===== src/design/vcm_pkg.sv =====
// Package for the vector convergence monitor: payload structs, register
// indexes, widths, the sequencer state type and control struct. No dependencies.
package vcm_pkg;

  localparam int MaxLength = 1024;
  localparam int AddrW = $clog2(MaxLength);
  localparam int LenW = 11;
  localparam int SumW = 44;
  localparam int MagW = 34;
  localparam int CfgIdxW = 2;
  localparam int CfgDataW = 32;

  localparam logic [CfgIdxW-1:0] REG_THRESHOLD = 2'd0;
  localparam logic [CfgIdxW-1:0] REG_SUCCESSES = 2'd1;
  localparam logic [CfgIdxW-1:0] REG_MAX_CHECKS = 2'd2;
  localparam logic [CfgIdxW-1:0] REG_LENGTH = 2'd3;

  typedef struct packed {
    logic signed [31:0] elem_real;
    logic signed [31:0] elem_imag;
  } in_item_t;

  typedef struct packed {
    logic [31:0] relative_error;
    logic below_threshold;
    logic converged;
    logic limit_reached;
    logic [15:0] check_number;
  } out_item_t;

  typedef enum logic [2:0] {
    ST_CLEAR, ST_IDLE, ST_READ, ST_SQRT, ST_DIV, ST_DONE
  } state_t;

  // start request from sequencer to the arithmetic units
  typedef struct packed {
    logic sqrt_start;
    logic div_start;
  } ctl_t;

endpackage


===== src/design/vcm_div.sv =====
// Restoring divider: floor(num * 2^24 / den), saturated to 32 bits,
// 0xFFFFFFFF when den is zero. One quotient bit per cycle. Uses vcm_pkg.
module vcm_div (
  input  logic                      clk,
  input  logic                      rst_n,
  input  logic                      start,
  input  logic [vcm_pkg::SumW-1:0]  num,
  input  logic [vcm_pkg::SumW-1:0]  den,
  output logic                      done,
  output logic [31:0]               quot
);
  localparam int NumW = vcm_pkg::SumW + 24;
  logic [NumW-1:0]          n_r, n_nxt;
  logic [vcm_pkg::SumW:0]   rem_r, rem_nxt, trial;
  logic [vcm_pkg::SumW-1:0] d_r, d_nxt;
  logic [NumW-1:0]          q_r, q_nxt;
  logic [6:0]               cnt_r, cnt_nxt;
  logic                     busy_r, busy_nxt, done_r, done_nxt, sat_r, sat_nxt;

  always_comb begin
    n_nxt = n_r; rem_nxt = rem_r; d_nxt = d_r; q_nxt = q_r; cnt_nxt = cnt_r;
    busy_nxt = busy_r; done_nxt = 1'b0; sat_nxt = sat_r;
    trial = '0;
    if (start) begin
      n_nxt = {num, 24'd0}; d_nxt = den; rem_nxt = '0; q_nxt = '0;
      cnt_nxt = 7'(NumW - 1); busy_nxt = 1'b1;
      // quotient >= 2^32 iff num >= den << 8; den zero saturates too
      sat_nxt = (den == '0) || ({8'd0, num} >= {den, 8'd0});
    end else if (busy_r) begin
      trial = {rem_r[vcm_pkg::SumW-1:0], n_r[NumW-1]};
      n_nxt = {n_r[NumW-2:0], 1'b0};
      if (trial >= {1'b0, d_r}) begin
        rem_nxt = trial - {1'b0, d_r}; q_nxt = {q_r[NumW-2:0], 1'b1};
      end else begin
        rem_nxt = trial; q_nxt = {q_r[NumW-2:0], 1'b0};
      end
      if (cnt_r == 7'd0) begin
        busy_nxt = 1'b0; done_nxt = 1'b1;
      end else begin
        cnt_nxt = cnt_r - 7'd1;
      end
    end
  end

  always_ff @(posedge clk) begin
    if (!rst_n) begin
      busy_r <= 1'b0; done_r <= 1'b0; cnt_r <= '0;
    end else begin
      busy_r <= busy_nxt; done_r <= done_nxt; cnt_r <= cnt_nxt;
    end
    n_r <= n_nxt; rem_r <= rem_nxt; d_r <= d_nxt; q_r <= q_nxt; sat_r <= sat_nxt;
  end

  assign done = done_r;
  assign quot = sat_r ? 32'hFFFF_FFFF : q_r[31:0];
endmodule


===== config.mk =====
export PLATFORM = sky130hd
export DESIGN_NAME = vcm_div
export DESIGN_NICKNAME = d
export VERILOG_FILES = /design/src/design/vcm_pkg.sv /design/src/design/vcm_div.sv
export SDC_FILE = /design/constraint.sdc
export NUM_CORES = 1
export LEC_CHECK = 0
export ABC_AREA = 1
export BUFFER_PORTS_ARGS = -buffer_cell sky130_fd_sc_hd__clkbuf_2
export CORE_MARGIN = 4
export CORE_UTILIZATION = 40
export DETAILED_ROUTE_END_ITERATION = 16
export MAX_ROUTING_LAYER = met4
export SYNTH_ARGS = -nofsm -noshare
export SYNTH_HDL_FRONTEND = slang
export SYNTH_SLANG_ARGS = --single-unit

===== constraint.sdc =====
create_clock -name clk -period 2.4 [get_ports clk]
set_input_delay 0 -clock clk [delete_from_list [all_inputs] [get_ports clk]]
set_output_delay 0 -clock clk [all_outputs]
set_load 0.01 [all_outputs]

Yosys cells after proc, flatten, opt, wreduce, memory -nomap -nowiden:

Index checks and enable logic that the tools add are counted.

* add/sub/neg operators: 2
* multiply operators: 0
* divide/modulo/power cells: 0
* order comparisons: 2
* equality and inequality tests: 1
* shift operators: 0
* multiplexer cells: 12
* bitwise gates (word level): 3
* reductions and logical operators: 8

Operators with widths (count)
* $mux W68: 2
* $ge A44 B52 Y1: 1
* $ge A45 B44 Y1: 1
* $logic_not A44 Y1: 1
* $mux W44: 1
* $sub A44 B44 Y44: 1
* $mux W32: 1
* $mux W7: 3
* $logic_not A7 Y1: 1
* $sub A7 B1 Y7 const B: 1
* $mux W1: 5
* $reduce_and A2 Y1: 2
* $not A1 Y1: 3
* $reduce_or A3 Y1: 1
* $ne A2 B2 Y1 const B: 1
* $reduce_bool A2 Y1: 1
* $reduce_or A2 Y1: 1
* $logic_or A1 B1 Y1: 1

* register bits after elaboration: 174
* latch bits: 0
* bits in writable memories: 0
* bits in read-only memories: 0
* input bits: 91
* output and inout port bits: 33
* word-level logic and storage cells: 37
* memories kept: 0

Logic depth before layout (Yosys ltp):

* depth after elaboration: 4
* mapped depth: 18
* gate-level depth less buffers: 17

Least setup slack after synthesis:

Ideal clock, no wire load.

* path kind: reg2reg
* start point: reg busy_r
* end point: reg n_r[24] (enable)
* setup time: 0.426 ns
* arrival: 2.082 ns
* data required time: 1.974 ns
* path slack: -0.108 ns
* cell stages (with the launch flop): 5
* buffers on the path: 2
* period minus slack after synthesis: 2.508 ns
* cells stage by stage: dfxtp_1 -> buf_2 -> inv_2 -> nand2_1 -> buf_1

* cells in the longest elaborated chain, start to end: 1

RTL lines
* from (decl): RTL line vcm_div.sv:18 `logic busy_r, busy_nxt, done_r, done_nxt, sat_r, sat_nxt;`
* from (signal assigned): RTL line vcm_div.sv:49 `busy_r <= busy_nxt; done_r <= done_nxt; cnt_r <= cnt_nxt;`
* $reduce_bool A2 Y1 (no source line)
* to (signal assigned): RTL line vcm_div.sv:51 `n_r <= n_nxt; rem_r <= rem_nxt; d_r <= d_nxt; q_r <= q_nxt; sat_r <= sat_nxt;`
* to (decl): RTL line vcm_div.sv:13 `logic [NumW-1:0] n_r, n_nxt;`

No other way between the ends.
A chain may end at the register's enable or synchronous reset.

Worst setup path in the final report:

* start point: reg d_r[7] (netlist bit)
* end point: reg rem_r[10] (netlist bit)

* cells in the longest elaborated chain, start to end: 2
* elaborated cells between the ends (all ways): 3
* classes of those cells: 1 x add/sub; 1 x order compare; 1 x mux

RTL lines
* from (decl): RTL line vcm_div.sv:15 `logic [vcm_pkg::SumW-1:0] d_r, d_nxt;`
* from (signal assigned): RTL line vcm_div.sv:51
* $sub A44 B44 Y44 / $ge A45 B44 Y1 (equally long branches): RTL line vcm_div.sv:33, vcm_div.sv:32
* $mux W44 *: RTL line vcm_div.sv:32 `if (trial >= {1'b0, d_r}) begin`
* to (signal assigned): RTL line vcm_div.sv:51
* to (decl): RTL line vcm_div.sv:14 `logic [vcm_pkg::SumW:0] rem_r, rem_nxt, trial;`

Mark *: on every way between the ends. The rest lies on a longest branch, timed or not.

==> key figures <==
Floorplanning
  • Top-Level Pins: 124
  • Die X: 181 µm
  • Starting density of the core: 41.0%
  • Core area: 29100 µm²
  • Die H: 181 µm
  • Row cnt: 62
  • Die ar.: 32600 µm²

Clocking
  • CTS tree: built
  • Reg clk slew, reported paths: 70 ps
  • Total CTS buffers: 17
  • Clock root buffer: clkbuf_16
  • H-tree depth: 4
  • CTS max path bufs: 2
  • Worst-skew pair later-pin latency: 440 ps
  • # clock sinks: 174

Power
  • Switch Pwr: 2160 µW
  • Peak supply drop: 392 µV
  • Pwr dens: 480 nW/µm²
  • Internal power: 5180 µW
  • Pleak: 0.00779 µW
  • Power, Total: 7340 µW
  • Comb pwr share: 17.0%
  • Switch share: 29.4%
  • Sequential share of power: 45.5%
  • Clock power share: 37.5%

Finish
  • Final-stage net count: 2163
  • Final instance area: 15300 µm²
  • Share of layout cells above drive strength 1: 16.2%
  • Most common cell after layout, fill and taps aside: nand2_1
  • N_diodes: 0
  • Area Overhead vs Synth: 28.2%
  • Most frequent cells in the layout: nand2_1, inv_1, nor2_1

Timing
  • Least-Margin Pin Slew: 637 ps
  • Period utilization: 94.2%
  • Setup_tns: 0 ps
  • Final setup viols: 0
  • Slew Limit Fails: 0
  • Clock period minus worst slack: 2260 ps
  • Fmax: 442 MHz
  • Final Hold Viols: 0
  • Clk_skew: 16.5 ps
  • Max_slew headroom: 57.4%
  • Fin worst setup slack: 140 ps

Global routing
  • First-pass GRT wire length: 58400 µm
  • Initial antenna violation count: 0
  • Vias in the first global route: 11400
  • Tot GR Track Use: 22.6%
  • Largest net degree at the start of global routing: 69
  • Total gr overflow: 0

Worst setup path
  • CP Max Fanout: 16
  • Critical path buffers and inverters: 4
  • Arr. time, crit path: 2600 ps
  • WP data required: 2740 ps
  • Crit end category: flop
  • Nature of the critical path startpoint: flop
  • Top delay family on crit path: simple AND/OR/NAND/NOR gates
  • WS Path Type: flop to flop
  • Crit path cell chain: inv_1 -> ha_4 -> nand2_2 -> nor2_1 -> buf_4 -> nand2_1 -> nor2_1 -> nand3_1 -> nand2_1 -> nor2_4 -> nand2_8 -> buf_12 -> nand3_1 -> nand3_1 -> nand2_1 -> inv_1
  • Slowest-stage cell, CP: edfxtp_1
  • Crit path largest cell delay: 390 ps

Drt
  • DRT antenna net count: 0
  • Initial DRC Count: 703
  • Remaining DRCs: 0
  • Routed wire length: 37000 µm
  • Vias: 11800
  • Total iterations of the first detailed-routing run: 9
  • DR vias/cell: 4.96
  • Avg WL per Cell: 15.5 µm

Logic synthesis
  • Post-synth top area cell: edfxtp_1
  • Share of the synthesized area in the top cell type: 22.4%
  • Mapped Cells: 1756
  • Ys Warns: 0
  • Ys flop type: edfxtp_1
  • EDFF count, synth: 89
  • Syn Nets: 1930
  • Flops & latches, synth: 174
  • Syn avg cell area: 6.79 µm²
  • Synth area leaders: edfxtp_1, nand2_1, dfxtp_1
  • Synth cell types: 41
  • Sequential share of the synthesized area: 36.7%
  • Async SR Flop Fraction: 0%
  • Cell Area, Synth: 11900 µm²

Job
  • Max-Cap Viols: 0

Run status
  • Status: complete, no violations

Place
  • Hpwl dp: 27400 µm
  • Place WS: -98.2 ps
  • Port Buf Inserts: 123
  • Routability cong.: 0.958
  • DP Area: 13200 µm²

Hold path
  • Hold WC Path Type: input pin to flop
==> synthesized netlist by cell type, drive strengths merged (5+ instances only) <==
library cell and n:
a21oi 55, buf 25, clkbuf 23, dfxtp 85
edfxtp 89, ha 82, inv 316, nand2 645
nand3 95, nand3b 17, nand4 64, nor2 157
nor3 9, nor4 6, o21ai 18, o21bai 5
o22ai 31, xor2 16
==> cell families (layout without fill, tap and decap cells) <==
logic type / count (synthesis) / in the layout / share of synthesized area [%]
simple gates: 998 / 998 / 35.6
buf+inv: 365 / 611 / 12.0
flops: 174 / 174 / 36.7
compound gates: 119 / 119 / 5.64
fa+ha+maj: 83 / 83 / 8.77
xor+xnor: 17 / 17 / 1.25
==> per-stage QoR <==
step	util [%]	std cells	hold slack [ps]
2_1_floorplan	-	1756	98.9
3_3_place_gp	45.4	2260	195
3_5_place_dp	45.4	2260	198
6_report	52.6	2386	76.9
4_1_cts	50.5	2381	55.9
5_1_grt	52.6	2386	77.6
==> routing by layer <==
metal	share of wire (%)	vias to the layer above	global-route usage, %
li1	-	6014	-
met1	46	5380	29.7
met2	46	373	35.9
met3	5.4	63	3.16
met4	3.3	0	8.17
met5	0	-	-
==> worst min-delay path, stage by stage <==
cell     delay [ps]
buf_4           220
nand2_1          90
nand2_1          40
==> power groups by stage <==
stage          sequential, µW  clock, µW  combinational, µW
2_1_floorplan            3400          0                643
3_3_place_gp             3400          0               1030
3_5_place_dp             3410          0               1040
4_1_cts                  3340       2810               1160
5_1_grt                  3350       2930               1390
6_report                 3340       2750               1250
==> registers in the layout, summed over array words and instances, names as in the netlist <==
register  flops
busy_r        1
cnt_r         7
d_r          44
done          1
n_r          44
q_r          32
rem_r        44
sat_r         1
==> final timing paths <==
kind	start	end	slack (ps)	cells past startpoint
max reg2reg	d_r[7]	rem_r[10]	140	16
min	start	n_r[43]	80	3
max	d_r[7]	rem_r[10]	140	16
min reg2reg	cnt_r[5]	cnt_r[5]	470	2
==> what timing repair did <==
action                     4_1_cts  5_1_grt
resized for setup                3      108
pin swaps                        0       14
hold endpoints to repair        93        0
buffers inserted                 0        3
cloned                           0        2
hold buffers                    89        0
setup endpoints to repair       41       45
==> layout make-up <==
class	instances	area [µm²]
flip-flops and latches	174	4380
fillers	2813	13800
repair buffers	262	2020
multi-input cells	1217	6650
inverters	317	1190
clock buffers	18	429
clock inverters	14	145
well taps	384	480
Power figures use the tool's default switching activity.
