===== src/design/vcm_pkg.sv =====
// Package for the vector convergence monitor: payload structs, register
// indexes, widths, the sequencer state type and control struct. No dependencies.
package vcm_pkg;

  localparam int MaxLength = 1024;
  localparam int AddrW = $clog2(MaxLength);
  localparam int LenW = 11;
  localparam int SumW = 44;
  localparam int MagW = 34;
  localparam int CfgIdxW = 2;
  localparam int CfgDataW = 32;

  localparam logic [CfgIdxW-1:0] REG_THRESHOLD = 2'd0;
  localparam logic [CfgIdxW-1:0] REG_SUCCESSES = 2'd1;
  localparam logic [CfgIdxW-1:0] REG_MAX_CHECKS = 2'd2;
  localparam logic [CfgIdxW-1:0] REG_LENGTH = 2'd3;

  typedef struct packed {
    logic signed [31:0] elem_real;
    logic signed [31:0] elem_imag;
  } in_item_t;

  typedef struct packed {
    logic [31:0] relative_error;
    logic below_threshold;
    logic converged;
    logic limit_reached;
    logic [15:0] check_number;
  } out_item_t;

  typedef enum logic [2:0] {
    ST_CLEAR, ST_IDLE, ST_READ, ST_SQRT, ST_DIV, ST_DONE
  } state_t;

  // start request from sequencer to the arithmetic units
  typedef struct packed {
    logic sqrt_start;
    logic div_start;
  } ctl_t;

endpackage


===== src/design/vcm_sqrt.sv =====
// Two bit-serial integer square roots (difference and magnitude) of 68-bit
// sums of squares, one result bit per cycle. Uses vcm_pkg.
module vcm_sqrt (
  input  logic                       clk,
  input  logic                       rst_n,
  input  logic                       start,
  input  logic [67:0]                rad_a,
  input  logic [67:0]                rad_b,
  output logic                       done,
  output logic [vcm_pkg::MagW-1:0]   root_a,
  output logic [vcm_pkg::MagW-1:0]   root_b
);
  // restoring digit-by-digit root: 2 radicand bits per step, 34 steps
  logic [67:0] ra_r, ra_nxt, rb_r, rb_nxt;
  logic [35:0] pa_r, pa_nxt, pb_r, pb_nxt;
  logic [34:0] qa_r, qa_nxt, qb_r, qb_nxt;
  logic [5:0]  cnt_r, cnt_nxt;
  logic        busy_r, busy_nxt, done_r, done_nxt;
  logic [35:0] ta, tb;

  always_comb begin
    ra_nxt = ra_r; rb_nxt = rb_r; pa_nxt = pa_r; pb_nxt = pb_r;
    qa_nxt = qa_r; qb_nxt = qb_r; cnt_nxt = cnt_r;
    busy_nxt = busy_r; done_nxt = 1'b0;
    ta = '0; tb = '0;
    if (start) begin
      ra_nxt = rad_a; rb_nxt = rad_b; pa_nxt = '0; pb_nxt = '0;
      qa_nxt = '0; qb_nxt = '0; cnt_nxt = 6'd33; busy_nxt = 1'b1;
    end else if (busy_r) begin
      pa_nxt = {pa_r[33:0], ra_r[67:66]};
      pb_nxt = {pb_r[33:0], rb_r[67:66]};
      ra_nxt = {ra_r[65:0], 2'b00};
      rb_nxt = {rb_r[65:0], 2'b00};
      ta = {qa_r[33:0], 2'b01};
      tb = {qb_r[33:0], 2'b01};
      if (pa_nxt >= ta) begin
        pa_nxt = pa_nxt - ta; qa_nxt = {qa_r[33:0], 1'b1};
      end else begin
        qa_nxt = {qa_r[33:0], 1'b0};
      end
      if (pb_nxt >= tb) begin
        pb_nxt = pb_nxt - tb; qb_nxt = {qb_r[33:0], 1'b1};
      end else begin
        qb_nxt = {qb_r[33:0], 1'b0};
      end
      if (cnt_r == 6'd0) begin
        busy_nxt = 1'b0; done_nxt = 1'b1;
      end else begin
        cnt_nxt = cnt_r - 6'd1;
      end
    end
  end

  always_ff @(posedge clk) begin
    if (!rst_n) begin
      busy_r <= 1'b0; done_r <= 1'b0; cnt_r <= '0;
    end else begin
      busy_r <= busy_nxt; done_r <= done_nxt; cnt_r <= cnt_nxt;
    end
    ra_r <= ra_nxt; rb_r <= rb_nxt; pa_r <= pa_nxt; pb_r <= pb_nxt;
    qa_r <= qa_nxt; qb_r <= qb_nxt;
  end

  assign done = done_r;
  assign root_a = qa_r[vcm_pkg::MagW-1:0];
  assign root_b = qb_r[vcm_pkg::MagW-1:0];
endmodule


===== config.mk =====
export PLATFORM = sky130hd
export DESIGN_NAME = vcm_sqrt
export DESIGN_NICKNAME = d
export VERILOG_FILES = /design/src/design/vcm_pkg.sv /design/src/design/vcm_sqrt.sv
export SDC_FILE = /design/constraint.sdc
export NUM_CORES = 1
export LEC_CHECK = 0
export BUFFER_PORTS_ARGS = -buffer_cell sky130_fd_sc_hd__buf_2
export CAP_MARGIN = 10
export CORE_UTILIZATION = 29
export DETAILED_ROUTE_END_ITERATION = 10
export PLACE_DENSITY_LB_ADDON = 0.3
export SETUP_SLACK_MARGIN = 0.3
export SLEW_MARGIN = 40
export SYNTH_ARGS = -nofsm -noshare
export SYNTH_HDL_FRONTEND = slang
export SYNTH_SLANG_ARGS = --single-unit

===== constraint.sdc =====
create_clock -name clk -period 6.7 [get_ports clk]
set_input_delay 0.67 -clock clk [delete_from_list [all_inputs] [get_ports clk]]
set_output_delay 0.67 -clock clk [all_outputs]
set_load 0.02 [all_outputs]

# == After elaboration in Yosys (flattened, before gate mapping) ==
# Index checks and enable logic that the tools add are counted.
# classes
n_addsub,3
order_cmp,2
eq_ne,1
n_mux,15
bitwise,3
n_reduce_logical,6
# op_table
op,n
$mux W68,4
$ge A36 B36 Y1,2
$mux W34,2
$sub A34 B34 Y34,2
$mux W6,3
$logic_not A6 Y1,1
$mux W1,6
$sub A6 B1 Y6 const B,1
$reduce_and A2 Y1,2
$not A1 Y1,3
$reduce_or A3 Y1,1
$ne A2 B2 Y1 const B,1
$reduce_bool A2 Y1,1
$reduce_or A2 Y1,1
# word_totals
register_bits,280
input_bits,139
output_inout_bits,69
elab_cells,40

# == Logic depth before layout (Yosys ltp) ==
# Gate-level depths: netlist (run 1).
# logic_depth
word_depth,4
depth_mapped,14
ltp_nobuf,11

# == Least setup slack after synthesis (run 1) ==
# No wires, ideal clock.
# synth_path
path_type,input -> register
startpoint,input start
endpoint,"register ra_r[0], enable pin"
setup_time_ns,0.488
arrival_time_ns,3.778
required_time_ns,6.212
slack_ns,2.433
stages,4
n_path_buf,2
cell_sequence,clkbuf_1 > nor2_1 > clkbuf_1 > inv_1
# synth_between
elab_chain_len,1
# synth_lines
item,line,rtl
"start, declared",vcm_sqrt.sv:6,"input logic start,"
$reduce_bool A2 Y1 (no line),n/a,
"end signal, assigned",vcm_sqrt.sv:60,ra_r <= ra_nxt; rb_r <= rb_nxt; pa_r <= pa_nxt; pb_r <= pb_nxt;
"end, declared",vcm_sqrt.sv:14,"logic [67:0] ra_r, ra_nxt, rb_r, rb_nxt;"
# No other way between the ends.
# A chain may end at the register's enable or synchronous reset.

# == Final worst setup path (run 1) ==
# layout_path
startpoint,register qb_r[8]
endpoint,register pb_r[29]
# layout_between
elab_chain_len,2
elab_cells_between_ends,3
classes_between,add/sub (1); order compare (1); mux (1)
# layout_lines
item,line,rtl
"start, declared",vcm_sqrt.sv:16,"logic [34:0] qa_r, qa_nxt, qb_r, qb_nxt;"
"start signal, assigned",vcm_sqrt.sv:61,qa_r <= qa_nxt; qb_r <= qb_nxt;
$sub A34 B34 Y34 / $ge A36 B36 Y1 (equally long branches),"vcm_sqrt.sv:42, vcm_sqrt.sv:41",
$mux W34 *,vcm_sqrt.sv:41,if (pb_nxt >= tb) begin
"end signal, assigned",vcm_sqrt.sv:60,
"end, declared",vcm_sqrt.sv:15,"logic [35:0] pa_r, pa_nxt, pb_r, pb_nxt;"
# Mark *: on every way between the ends. The rest lies on a longest branch, timed or not.

==> flow_metrics.env, run 1 <==
export IMPL_route_detailed_drc=0
export IMPL_grt_pass1_vias=11491
export IMPL_arrival_ns=4.09
export IMPL_clock_fmax_mhz=272
export IMPL_num_rows=83
export IMPL_fin_cells=2363
export IMPL_routedWlPerCell_um=16.5
export IMPL_grt_usage_pct=14.6
export IMPL_ir_worst_vdd_uv=382
export IMPL_coreArea_mm2=0.0518
export IMPL_ys_flop_type="dfxtp_1"
export IMPL_period_share_pct=54.8
export IMPL_hp_class="primary input to flip-flop"
export IMPL_wirelength_um=39000
export IMPL_crit_fanout=26
export IMPL_htreeDepth=2
export IMPL_maxCapViolations=0
export IMPL_status="finished clean"
export IMPL_cts_tree="built"
export IMPL_chipWidth_um=232
export IMPL_syn_nets=1691
export IMPL_cp_required_ns=7.12
export IMPL_hp_start="rad_b[0]"
export IMPL_ys_types=75
export IMPL_port_buffers=207
export IMPL_layout_commonest_cell="buf_2"
export IMPL_slew_headroom_pct=47.1
export IMPL_initialDrtViolationCount=566
export IMPL_area_delta_synth_final_pct=17.8
export IMPL_drive_gt1_share_pct=24.9
export IMPL_vias=11522
export IMPL_cts_sinks=280
export IMPL_rsz0062_at_grt="no"
export IMPL_total_leakage_power_nw=7.29
export IMPL_async_reset_ff_share_pct=0
export IMPL_synthCells=1478
export IMPL_ys_seq_area_share_pct=45.4
export IMPL_clockBufferDepth=3
export IMPL_dpl_cell_area_mm2=0.0170
export IMPL_avgSynthCellArea_um2=10.4
export IMPL_crit_path_start="qb_r[8]$_SDFFE_PP0P_"
export IMPL_critPathCaptureType="flip-flop"
export IMPL_power_density_mw_per_mm2=432
export IMPL_start_kind="flip-flop"
export IMPL_final_cell_mix="206 x buf_2, 163 x nor2_1, 143 x dfxtp_1"
export IMPL_grt_max_degree=100
export IMPL_cts_buffers_inserted=35
export IMPL_finalSetupTns_ns=0
export IMPL_finalSetupViolCount=0
export IMPL_placedCellCount=2299
export IMPL_max_slew_worst_pin_slew_ns=0.794
export IMPL_path_class="flip-flop to flip-flop"
export IMPL_fin_area_mm2=0.0181
export IMPL_fin_nets=1869
export IMPL_gp_congestion=0.864
export IMPL_grt_pass1_wl_um=62800
export IMPL_synth_edf_count=136
export IMPL_syn_cell_area_mm2=0.0153
export IMPL_cts_root_buf="clkbuf_16"
export IMPL_post_cts_buffers=0
export IMPL_ys_warnings_count=0
export IMPL_antenna_found_initial=15
export IMPL_place_hpwl_um=27300
export IMPL_path_clk_slew_ns=0.06
export IMPL_dieArea_mm2=0.0538
export IMPL_ioPinCount=208
export IMPL_finalMaxSlewViolations=0
export IMPL_fin_crit_ns=3.67
export IMPL_overflow=0
export IMPL_dr_pass1_iters=5
export IMPL_viasPerCell=4.88
export IMPL_r2r_start="qb_r[8]$_SDFFE_PP0P_"
export IMPL_ys_seq_elements=280
export IMPL_die_y_um=232
export IMPL_hold_violations=0
export IMPL_ant_nets=0
export IMPL_initial_utilization_pct=29.6
export IMPL_cts_resized=0
export IMPL_clock_latency_ns=0.54
export IMPL_cts_hold_buffers=0
export IMPL_fin_skew_ns=0.0113
[critical path: stages (launching register included)]
cell      delay [ns]
dfxtp_1         0.37
inv_1           0.06
ha_1            0.38
and3_1          0.23
a221o_1         0.39
a21oi_2         0.19
o21ai_2         0.11
a311oi_4        0.43
o211a_1         0.43
nor2_4          0.18
buf_4           0.31
mux2i_1         0.16
a211oi_1        0.30
[sequential cells by signal, indices dropped and copies added, names as in the netlist]
register / count
cnt_r: 6
qa_r: 34
ra_r: 68
busy_r: 1
qb_r: 34
done: 1
rb_r: 68
pb_r: 34
pa_r: 34
[synth_stat cells, types with 26 or more instances]
cell | instances | area, um2
clkbuf_1 | 59 | 221
edfxtp_1 | 136 | 4080
a21oi_1 | 72 | 360
xnor2_1 | 36 | 315
nor2_1 | 165 | 619
ha_1 | 74 | 926
a21o_1 | 32 | 240
mux2_2 | 133 | 1500
dfxtp_1 | 144 | 2880
inv_1 | 92 | 345
nand2_1 | 64 | 240
o21ai_0 | 63 | 315
a211oi_1 | 44 | 330
nand3_1 | 26 | 130
mux2i_1 | 105 | 1050
[worst paths after layout]
| path | slack [ns] | cells after the start | to |
|---|---|---|---|
| max | 3.03 | 12 | pb_r[29]$_SDFFE_PP0P_ |
| min | 0.41 | 2 | rb_r[0]$_SDFFCE_PN0P_ |
| max reg2reg | 3.03 | 12 | pb_r[29]$_SDFFE_PP0P_ |
| min reg2reg | 0.48 | 2 | pa_r[32]$_SDFFE_PP0P_ |
[through the flow]
stage | setup WS [ns] | hold WS, ns | utilization (%) | power [mW]
4_1_cts | 3.02 | 0.367 | 34.8 | 7.90
3_3_place_gp | 3.22 | 0.462 | 32.8 | 6.03
3_5_place_dp | 3.06 | 0.477 | 32.8 | 6.06
2_1_floorplan | 2.43 | 0.436 | - | 5.31
6_report | 3.03 | 0.409 | 34.9 | 7.80
5_1_grt | 2.69 | 0.388 | 34.8 | 8.40
[layout make-up]
| cell class | instances | area [um2] |
|---|---|---|
| Multi-Input combinational cell | 1030 | 7710 |
| Antenna cell | 4 | 10.0 |
| Fill cell | 5199 | 33800 |
| Inverter | 93 | 354 |
| Clock buffer | 48 | 935 |
| Sequential cell | 280 | 6970 |
| Tap cell | 680 | 851 |
| Clock inverter | 12 | 101 |
| Timing Repair Buffer | 216 | 1130 |
[power breakdown]
part           switching, mW  internal, mW
Clock                  0.747          1.02
Combinational           2.20          1.64
Sequential             0.153          2.04
Total                   3.10          4.70
[routing by layer]
layer  GRT usage (%)  up-vias  routed length, um
met5               0        -                119
met1            18.6     5432              17700
li1                -     5753                  -
met4            3.39       22                692
met3            5.56       68               3140
met2            22.9      247              17400
[logic make-up after synthesis]
group / share of synthesized area (%)
compound gates: 14.1
xor+xnor: 3.20
fa+ha+maj: 6.04
buf+inv: 4.35
flops: 45.4
mux: 16.7
simple gates: 10.2
(Power assumes the default switching activity.)
==> run 2, diff against run 1 <==
--- a/config.mk
+++ b/config.mk
@@ -5,6 +5,7 @@
 export SDC_FILE = /design/constraint.sdc
 export NUM_CORES = 1
 export LEC_CHECK = 0
+export ABC_AREA = 1
 export BUFFER_PORTS_ARGS = -buffer_cell sky130_fd_sc_hd__buf_2
 export CAP_MARGIN = 10
 export CORE_UTILIZATION = 29
==> constraint.sdc (replaced) <==
create_clock -name clk -period 3.3 [get_ports clk]
set_input_delay 0.33 -clock clk [delete_from_list [all_inputs] [get_ports clk]]
set_output_delay 0.33 -clock clk [all_outputs]
set_load 0.02 [all_outputs]
==> flow_metrics.env, run 2 <==
export IMPL_synthMuxAreaShare_pct=0
export IMPL_cts_tree="built"
export IMPL_num_rows=87
export IMPL_grt_pass1_vias=14893
export IMPL_rsz0062_at_grt="no"
export IMPL_top_regs="ra_r (68), rb_r (68)"
export IMPL_placedCellCount=3301
export IMPL_synthXorXnorAreaFrac_pct=1.62
export IMPL_ys_flop_type="dfxtp_1"
export IMPL_cp_required_ns=3.77
export IMPL_fin_nets=2796
export IMPL_yosysTopAreaCell="nand2_1"
export IMPL_avgSynthCellArea_um2=6.98
export IMPL_cts_sinks=280
export IMPL_coreArea_mm2=0.0567
export IMPL_synthCells=2397
export IMPL_synth_top_family_by_area="simple AND/OR/NAND/NOR gates"
export IMPL_hold_violations=0
export IMPL_grt_util_met2_pct=25.7
export IMPL_grt_max_degree=91
export IMPL_clock_fmax_mhz=396
export IMPL_place_hpwl_um=35600
export IMPL_vias=15214
export IMPL_cts_resized=0
export IMPL_syn_nets=2610
export IMPL_antenna_found_initial=7
export IMPL_drive_gt1_share_pct=12.5
export IMPL_ant_nets=0
export IMPL_path_clk_slew_ns=0.06
export IMPL_synth_edf_count=136
export IMPL_crit_fanout=35
export IMPL_status="finished clean"
export IMPL_clock_latency_ns=0.54
export IMPL_grt_usage_pct=16.5
export IMPL_critPathCaptureType="flip-flop"
export IMPL_slew_headroom_pct=46.7
export IMPL_fin_area_mm2=0.0197
export IMPL_grt_pass1_wl_um=78400
export IMPL_synth_common_cells="1,093 x nand2_1, 314 x inv_1, 144 x dfxtp_1"
export IMPL_route_detailed_drc=0
export IMPL_power_density_mw_per_mm2=984
export IMPL_period_share_pct=76.6
export IMPL_post_synth_top_count_cell="nand2_1"
export IMPL_port_buffers=207
export IMPL_arrival_ns=3.00
export IMPL_ys_warnings_count=0
export IMPL_area_delta_synth_final_pct=17.5
export IMPL_r2r_setup_slack_ns=0.77
export IMPL_fin_crit_ns=2.53
export IMPL_netlist_area_leader_share_pct=24.5
export IMPL_final_cell_mix="1,093 x nand2_1, 313 x inv_1, 206 x buf_2"
export IMPL_grt_busiest_layer="met2"
export IMPL_ff2ff_path_depth=13
export IMPL_dpl_cell_area_mm2=0.0185
export IMPL_finalSetupViolCount=0
export IMPL_fin_skew_ns=0.0143
export IMPL_ys_seq_elements=280
export IMPL_initialDrtViolationCount=870
export IMPL_synthSimpleGateAreaFrac_pct=35.2
export IMPL_hp_class="primary input to flip-flop"
export IMPL_die_y_um=242
export IMPL_finalSetupTns_ns=0
export IMPL_clockBufferDepth=3
export IMPL_gp_congestion=0.924
export IMPL_synthAdderAreaFrac_pct=5.53
export IMPL_finalMaxSlewViolations=0
export IMPL_async_reset_ff_share_pct=0
export IMPL_ir_worst_vdd_uv=524
export IMPL_grtUsageMet1_pct=22.4
export IMPL_overflow=0
export IMPL_start_kind="flip-flop"
export IMPL_ioPinCount=208
export IMPL_syn_cell_area_mm2=0.0167
export IMPL_ys_types=43
export IMPL_viasPerCell=4.52
export IMPL_min_path_cells=3
export IMPL_synth_compound_area_share_pct=6.32
export IMPL_synth_area_leaders="nand2_1 25%, edfxtp_1 24%, dfxtp_1 17%, inv_1 7.0%, ha_1 5.5%"
export IMPL_multi_input_comb_area_mm2=0.00815
export IMPL_regArea_mm2=0.00697
export IMPL_wirelength_um=48400
export IMPL_layout_commonest_cell="nand2_1"
export IMPL_fin_total_pwr_mw=19.3
export IMPL_dieArea_mm2=0.0587
export IMPL_maxCapViolations=0
export IMPL_routedWlPerCell_um=14.4
export IMPL_total_leakage_power_nw=10.3
export IMPL_use_met3_pct=4.00
export IMPL_cts_root_buf="clkbuf_16"
export IMPL_initial_utilization_pct=29.5
export IMPL_path_class="flip-flop to flip-flop"
export IMPL_fillers=6171
export IMPL_cts_buffers_inserted=35
export IMPL_htreeDepth=2
export IMPL_max_slew_worst_pin_slew_ns=0.797
export IMPL_ys_seq_area_share_pct=41.6
export IMPL_dr_pass1_iters=5
export IMPL_chipWidth_um=242
export IMPL_fin_cells=3368
## run 2: changes by cell type in the layout (fill, tap and decap cells not counted), sizes merged, moves of 13 or more
cell	change
mux2	-134
a21o	-32
mux2i	-105
o22ai	+65
nor2	-54
o21a	-20
inv	+224
nand3	+125
a211oi	-44
nand3b	+13
o21ai	-31
xnor2	-25
nand2	+1037
## run 2: critical path: stages, from the launching register on
cell and delay, ns:
dfxtp_1 0.32, inv_1 0.06, ha_1 0.35, inv_1 0.07
nor3_1 0.42, and2_1 0.23, nand2_1 0.06, nand2_1 0.07
nor2_2 0.06, nand2_4 0.31, nand2_1 0.27, nand2_1 0.12
nand2_1 0.06, nand2_1 0.05
## run 2: layout make-up
class | instances | area share [%]
multi-input cells | 1721 | 41.5
clock buffers | 49 | 5.07
diodes | 4 | 0.0509
repair buffers | 226 | 6.34
flip-flops and latches | 280 | 35.4
clock inverters | 13 | 0.700
well taps | 756 | 4.81
inverters | 319 | 6.14
## run 2: through the flow
step	hold WS (ns)	worst slack [ns]	utilization, %
2_1_floorplan	0.430	0.304	-
3_3_place_gp	0.447	0.848	32.6
3_5_place_dp	0.450	0.805	32.6
4_1_cts	0.0146	0.787	34.7
5_1_grt	0.0253	0.511	34.7
6_report	0.0488	0.773	34.7
## run 2: routing by layer
layer	vias to the layer above	wire length, um	share of wire [%]
met5	-	34	0.070
met2	341	20800	43
met3	65	3030	6.3
li1	7949	-	-
met4	6	993	2.1
met1	6853	23600	49
## run 2: worst paths after layout
path | start | to
max reg2reg | qa_r[30]$_SDFFE_PP0P_ | pa_r[26]$_SDFFE_PP0P_
max | qa_r[30]$_SDFFE_PP0P_ | pa_r[26]$_SDFFE_PP0P_
min | rad_b[1] | rb_r[1]$_SDFFCE_PN0P_
min reg2reg | pa_r[33]$_SDFFE_PP0P_ | pa_r[33]$_SDFFE_PP0P_
## run 2: report_power, final
part	leakage [nW]	switching [mW]	internal [mW]	total [mW]
combinational	7.18	7.64	3.57	11.2
clock	0.555	1.54	2.28	3.82
sequential	2.56	0.221	4.10	4.32
## run 2: logic make-up (layout without fill, tap and decap cells)
group,Yosys count,count (layout)
fa+ha+maj,74,74
flops,280,280
simple gates,1431,1431
buf+inv,396,607
other cells,0,4
compound gates,185,185
xor+xnor,31,31
## run 2: timing repair
item                                   CTS  global route
hold buffers                             1             0
setup buffers                            0             0
endpoints found under the hold margin    1             0
==> run 3, diff against run 2 <==
==> constraint.sdc (replaced) <==
create_clock -name clk -period 2.3 [get_ports clk]
set_input_delay 0.23 -clock clk [delete_from_list [all_inputs] [get_ports clk]]
set_output_delay 0.23 -clock clk [all_outputs]
set_load 0.02 [all_outputs]
==> flow_metrics.env, run 3 (synthesis results as in run 2) <==
export IMPL_final_cell_mix="930 x nand2_1, 227 x inv_1, 206 x buf_2"
export IMPL_pwr_share_clk_pct=15.5
export IMPL_fin_nets=3074
export IMPL_clock_latency_ns=0.55
export IMPL_power_density_mw_per_mm2=1470
export IMPL_fin_crit_ns=2.09
export IMPL_crit_fanout=13
export IMPL_cp_required_ns=2.75
export IMPL_rsz0062_at_grt="yes"
export IMPL_drive_gt1_share_pct=33.8
export IMPL_finalSetupViolCount=0
export IMPL_initialDrtViolationCount=903
export IMPL_crit_family="simple AND/OR/NAND/NOR gates"
export IMPL_grt_pass1_wl_um=87700
export IMPL_crit_chain="inv_2 > ha_4 > nand2_4 > nor2_4 > nand2_2 > nor2_2 > nand2_2 > nand3_4 > nand3_4 > nand2_8 > buf_4 > buf_12 > nand2_1 > nand3_1 > nand2_1"
export IMPL_crit_buf_inv=3
export IMPL_total_leakage_power_nw=12.0
export IMPL_path_class="flip-flop to flip-flop"
export IMPL_sequentialPowerShare_pct=17.6
export IMPL_coreArea_mm2=0.0567
export IMPL_dr_pass1_iters=5
export IMPL_ir_worst_vdd_uv=749
export IMPL_max_slew_worst_pin_slew_ns=0.774
export IMPL_viasPerCell=4.64
export IMPL_port_buffers=207
export IMPL_top_regs="ra_r (68), rb_r (68)"
export IMPL_grt_pass1_vias=16804
export IMPL_grt_usage_pct=18.3
export IMPL_antenna_found_initial=0
export IMPL_fin_area_mm2=0.0246
export IMPL_fin_skew_ns=0.0225
export IMPL_cts_root_buf="clkbuf_16"
export IMPL_gp_congestion=0.977
export IMPL_dieArea_mm2=0.0587
export IMPL_ant_nets=0
export IMPL_maxCapViolations=0
export IMPL_r2r_setup_slack_ns=0.21
export IMPL_slew_headroom_pct=48.4
export IMPL_initial_utilization_pct=29.5
export IMPL_critPathMaxStageDelay_ns=0.32
export IMPL_place_hpwl_um=37200
export IMPL_htreeDepth=2
export IMPL_start_kind="flip-flop"
export IMPL_cts_buffers_inserted=35
export IMPL_swShare_pct=46.6
export IMPL_hold_violations=0
export IMPL_r2r_start="qb_r[16]$_SDFFE_PP0P_"
export IMPL_critical_path_endpoint="pb_r[22]$_SDFFE_PP0P_"
export IMPL_route_detailed_drc=0
export IMPL_finalSetupTns_ns=0
export IMPL_chipWidth_um=242
export IMPL_clock_fmax_mhz=479
export IMPL_grt_max_degree=137
export IMPL_pwr_share_comb_pct=66.9
export IMPL_fin_util_pct=43.4
export IMPL_critPathCaptureType="flip-flop"
export IMPL_p_switching_mw=16.9
export IMPL_wirelength_um=55000
export IMPL_timing_rr_end="pb_r[22]$_SDFFE_PP0P_"
export IMPL_arrival_ns=2.53
export IMPL_cts_sinks=280
export IMPL_vias=16886
export IMPL_finalMaxSlewViolations=0
export IMPL_hp_class="primary input to flip-flop"
export IMPL_routedWlPerCell_um=15.1
export IMPL_crit_path_top_delay_cell="dfxtp_2"
export IMPL_die_y_um=242
export IMPL_p_int_mw=19.4
export IMPL_status="finished clean"
export IMPL_period_share_pct=90.8
export IMPL_overflow=0
export IMPL_num_rows=87
export IMPL_critical_path_depth=15
export IMPL_ff2ff_path_depth=15
export IMPL_ioPinCount=208
export IMPL_area_delta_synth_final_pct=47.3
export IMPL_dpl_cell_area_mm2=0.0194
export IMPL_cts_tree="built"
export IMPL_crit_path_start="qb_r[16]$_SDFFE_PP0P_"
export IMPL_clockBufferDepth=3
export IMPL_num_antenna_cells=0
export IMPL_path_clk_slew_ns=0.06
export IMPL_layout_commonest_cell="nand2_1"
## run 3: changes by cell type in the layout (fill, tap and decap cells not counted), sizes merged, moves of 2 or more
cell / change
dlygate4sd3: +131
clkinvlp: +2
clkbuf: -2
diode: -4
buf: +145
## run 3: final cells by class
type	instances	area, um2
clock inverters	16	181
inverters	319	1230
well taps	756	946
repair buffers	504	3950
flip-flops and latches	280	7080
fillers	5658	32100
multi-input cells	1721	10300
clock buffers	46	988
## run 3: tightest hold or removal path, stage by stage
cell and delay [ns]:
buf_2 0.09, nand2_1 0.05, nand2_1 0.09
## run 3: how the worst min path moves through the flow
stage | startpoint | endpoint | slack [ns] | depth (start not counted)
2_1_floorplan | rst_n | cnt_r[5]$_SDFFE_PN0P_ | 0.35 | 2
3_3_place_gp | pa_r[32]$_SDFFE_PP0P_ | pa_r[32]$_SDFFE_PP0P_ | 0.45 | 2
3_5_place_dp | pb_r[33]$_SDFFE_PP0P_ | pb_r[33]$_SDFFE_PP0P_ | 0.45 | 2
4_1_cts | rad_a[66] | ra_r[66]$_DFFE_PP_ | 0.003 | 3
5_1_grt | rad_a[66] | ra_r[66]$_DFFE_PP_ | 0.02 | 3
6_report | rad_b[58] | rb_r[58]$_DFFE_PP_ | 0.03 | 3
## run 3: power groups by stage
stage                     Combinational, mW  Sequential (mW)  Clock, mW
after global routing                   26.4             6.44       6.01
after floorplan                        12.3             6.28          0
after global placement                 17.0             6.37          0
after CTS                              21.1             6.37       5.84
final                                  24.2             6.39       5.63
after detailed placement               17.0             6.37          0
## run 3: per-layer routing
metal / wire [um] / GRT usage [%] / vias to the layer above / share of wire [%]
met5: 0 / 0 / - / 0
met4: 1320 / 5.36 / 0 / 2.4
met3: 3030 / 3.51 / 83 / 5.5
met2: 25500 / 30.3 / 438 / 46
met1: 25100 / 24.0 / 7846 / 46
li1: - / - / 8519 / -
## run 3: per-stage QoR
step	hold WS, ns	power, mW	worst slack, ns	std cells
after floorplan	0.355	18.6	0.301	2397
after global routing	0.0190	38.9	0.0749	3642
final	0.0296	36.3	0.211	3642
after detailed placement	0.451	23.4	0.0600	3338
after CTS	0.00288	33.3	0.217	3613
after global placement	0.446	23.4	0.0493	3338
## run 3: what timing repair did
| item | 4_1_cts | 5_1_grt |
|---|---|---|
| resized for setup | 312 | 220 |
| pin swaps | 65 | 98 |
| gates cloned | 4 | 1 |
| hold endpoints to repair | 134 | 0 |
| endpoints found under the setup margin | 70 | 70 |
| hold buffers | 132 | 0 |
| buffers inserted | 77 | 28 |
